`config.mk`:
```
export PLATFORM = sky130hd
export DESIGN_NAME = rhh_ram
export DESIGN_NICKNAME = d
export VERILOG_FILES = /design/src/rtl/core/rhh_ram.sv
export SDC_FILE = /design/constraint.sdc
export NUM_CORES = 1
export LEC_CHECK = 0
export ABC_AREA = 1
export BUFFER_PORTS_ARGS = -buffer_cell sky130_fd_sc_hd__buf_2
export CORE_UTILIZATION = 50
export DETAILED_ROUTE_END_ITERATION = 10
export GPL_TIMING_DRIVEN = 0
export PLACE_DENSITY = 0.7
export SLEW_MARGIN = 20
export SYNTH_ARGS = -nofsm -noshare
export SYNTH_HDL_FRONTEND = slang
export SYNTH_SLANG_ARGS = --single-unit
```
`constraint.sdc`:
```
create_clock -name clk -period 1.8 [get_ports clk]
set_clock_uncertainty 0.2 [all_clocks]
set_input_delay 0.27 -clock clk [delete_from_list [all_inputs] [get_ports clk]]
set_output_delay 0.27 -clock clk [all_outputs]
set_load 0.02 [all_outputs]
```
`src/rtl/core/rhh_ram.sv`:
```
// Generic single-write, single-read RAM with registered read data.
module rhh_ram #(
	parameter int WIDTH = 8,
	parameter int DEPTH = 16
) (
	input  logic                     clk,
	input  logic                     we,
	input  logic [$clog2(DEPTH)-1:0] waddr,
	input  logic [WIDTH-1:0]         wdata,
	input  logic [$clog2(DEPTH)-1:0] raddr,
	output logic [WIDTH-1:0]         rdata
);

	logic [WIDTH-1:0] mem_q [DEPTH];

	always_ff @(posedge clk) begin
		if (we) begin
			mem_q[waddr] <= wdata;
		end
		rdata <= mem_q[raddr];
	end

endmodule

```
# == Yosys cells after proc, flatten, opt, wreduce, memory -nomap -nowiden ==
# Memories as Yosys holds them, arrays and structs flattened. A register that Yosys moved wholly into a read port is not among the register bits.
# Cells that the tools add are included.
# W data, S select, Z words.
# op_classes
mux,2
# ops
operator,n
$mux W1,2
# totals
regBits,0
ramBits,128
in_bits,18
output_inout_bits,8
word_cells,3
n_memories,1
# memory_table
memory,depth,word_bits,read_ports,rd_ports_with_merged_regs,write_ports,line_no,text
mem_q,16,8,1,1,1,14,logic [WIDTH-1:0] mem_q [DEPTH];

# == Depth between registers and ports, before layout ==
# depth
ltp_word,2
mapped_depth,8
mapped_depth_nobuf,7

# == Worst setup path after synthesis ==
# Ideal clock, no wire load.
# synth_timing
kind,input to register
startpoint,input port waddr[2]
endpoint,"memory mem_q[10][0], enable pin"
setup_time_ns,0.370
arrival_ns,0.851
t_required_ns,1.230
setup_slack_ns,0.379
cell_stages,2
n_path_buf,0
cell_sequence,nand3b_1 nor2_1
# synth_lines
item,line_no,text
start: declaration,8,"input logic [$clog2(DEPTH)-1:0] waddr,"
end: declaration,14,
# No word-level cell before the write port.

# == Worst setup path after layout ==
# layout_timing
startpoint,input port waddr[3]
endpoint,"memory mem_q[6][0], enable pin"
# No word-level cell before the write port.

==> results.yml <==
floorplanning:
  fp.dieArea_mm2: 0.01197
  num_rows: 38
  die_h_um: 109.4
  io_pins: 26
  start_util_pct: 52.28
  core_area_mm2: 0.01103
  die_x_um: 109.4
run_status:
  status: "complete, no violations"
synth:
  synth_top_area_share_pct: 66.65
  synthTopCellsByCount: "nand2_1, edfxtp_1, inv_1"
  synth.largest_area_cell: "edfxtp_1"
  synth_edf_count: 128
  yosys_warnings: 0
  synth_ff_type: "edfxtp_1"
  yosysSeqAreaShare_pct: 69.43
  synthArstFlopShare_pct: 0
  synth_cells: 551
  synth_area_leaders: "edfxtp_1, nand2_1, nand3_1"
  syn-num-nets: 569
  netlist_area_mm2: 0.005767
  yosysUniqueCellTypes: 12
  synth_area_per_cell_um2: 10.47
  ys_ff_latch: 136
  synth.most_common_cell: "nand2_1"
detailed_routing:
  drc: 0
  finalWirelength_um: 13670
  vias: 3915
  routed_via_density: 5.255
  dr.pass1.iters: 5
  drt-initial-drc-count: 358
  postRouteAntennaNets: 0
  wl_per_cell_um: 18.34
finish:
  diodes: 0
  fin_nets: 610
  fillers: 925
  final_util_pct: 60.75
  drive_gt1_share_pct: 12.89
  area_growth_syn_to_layout_pct: 16.21
clocking:
  cts_root_buffer: "clkbuf_16"
  cts-resized-gates: 0
  htree_num_levels: 4
  cts_tree: "done"
  clock_sinks: 136
  post_cts_buffers: 0
  cts_hold_buf: 0
  insertion_delay_ps: 420
  path_clk_slew_ps: 60
  clock_path_buffers: 2
  cts_buffers: 17
timing:
  finalHoldViolCount: 0
  tns_ps: 0
  period_share_pct: 83.42
  tightest_slew_ps: 835.9
  min_period_ps: 1502
  slew_headroom_pct: 44.07
  rsz0062_at_grt: "no"
  finalHoldWorstSlack_ps: 76.41
  setup_viol: 0
  clock.fmax_mhz: 666.0
  drv_slew: 0
pwr:
  finalPower_mw: 7.812
  powerDensity_mw_per_mm2: 1166
  p_leak_nw: 2.914
  peakVddDrop_v: 0.0008173
setup_path:
  cp_max_fo: 8
  cpPeakStageDelay_ps: 690
  critPathCaptureType: "register"
  cp_data_required_time_ps: 1640
  slowest_stage: "nor2_1"
  path_cells: "buf_2, nand3b_1, nor2_1"
  cp-start-kind: "primary input"
  critPathKind: "in -> reg"
  cp.arrival_ps: 1340
grt:
  grt_max_degree: 17
  grtUsageTotal_pct: 25.39
  grt_pass1_wl_um: 20900
  grt_overflow: 0
  grt_pass1_vias: 3707
  antenna_found_initial: 0
placement:
  port_buffers: 22
  gp_congestion: 0.8968
  place_hpwl_um: 8961
worst_hold_path:
  min_path_type: "in -> reg"
run:
  drv_cap: 0
report_power, final:
group	total (mW)	switching, mW	internal (mW)
Sequential	3.56	0.0178	3.54
Clock	3.77	1.31	2.46
Combinational	0.483	0.347	0.136
Total	7.81	1.68	6.14
critical path, delay by kind of cell:
family,cells,cell delay (ps)
buf+inv,1,120
simple gates,2,950
layer usage:
layer	global-route usage [%]	share of wire [%]	vias to the layer above
li1	-	-	1855
met5	0	0	-
met4	8.190	1.2	0
met3	5.394	9.4	17
met1	34.87	42	1859
met2	40.61	47	184
logic make-up after synthesis:
group	count (synthesis)	synth area share, %
flip-flops	136	69.43
AND/OR/NAND/NOR	289	21.05
buffers and inverters	126	9.525
final timing paths:
kind | start | endpoint | slack, ps | cells after the start
setup / recovery | waddr[3] | mem_q[6][0]$_DFFE_PP_ | 300 | 3
hold reg to reg | mem_q[6][2]$_DFFE_PP_ | rdata[2]$_DFF_P_ | 500 | 6
setup reg to reg | mem_q[9][1]$_DFFE_PP_ | rdata[1]$_DFF_P_ | 580 | 6
hold / removal | wdata[7] | mem_q[2][7]$_DFFE_PP_ | 80 | 1
stage by stage:
step                worst slack [ps]  cells  area [um^2]
global route                   200.9    745         6701
global placement              -116.9    713         6052
finish                         298.5    745         6701
detailed placement            -154.1    713         6052
floorplan                      379.2    551         5767
CTS                            285.1    745         6701
registers in the layout, summed over array words and instances, names as in the netlist:
name and cells:
rdata 8, mem_q 128
area by class of cell:
cell class / count / area (um^2) / share of cell area (%)
tap: 140 / 175.2 / 2.614
buffer: 24 / 166.4 / 2.483
clock buffer: 17 / 425.4 / 6.348
inverter: 102 / 382.9 / 5.713
sequential: 136 / 4004 / 59.75
timing repair buffer: 22 / 110.1 / 1.643
multi-input combinational: 289 / 1214 / 18.11
clock inverter: 15 / 224.0 / 3.342
placed cells by master, fill, tap and decap left out:
| cell | instances |
|---|---|
| nand3_1 | 97 |
| buf_1 | 1 |
| dfxtp_1 | 8 |
| inv_1 | 100 |
| clkinv_4 | 2 |
| clkinv_2 | 1 |
| nand3b_1 | 2 |
| clkinv_1 | 1 |
| buf_2 | 35 |
| bufinv_16 | 5 |
| clkinvlp_4 | 4 |
| nor2_1 | 17 |
| inv_6 | 2 |
| buf_6 | 6 |
| nand2_1 | 173 |
| buf_4 | 4 |
| clkbuf_16 | 17 |
| edfxtp_1 | 128 |
| inv_2 | 2 |
Power figures use the tool's default switching activity.
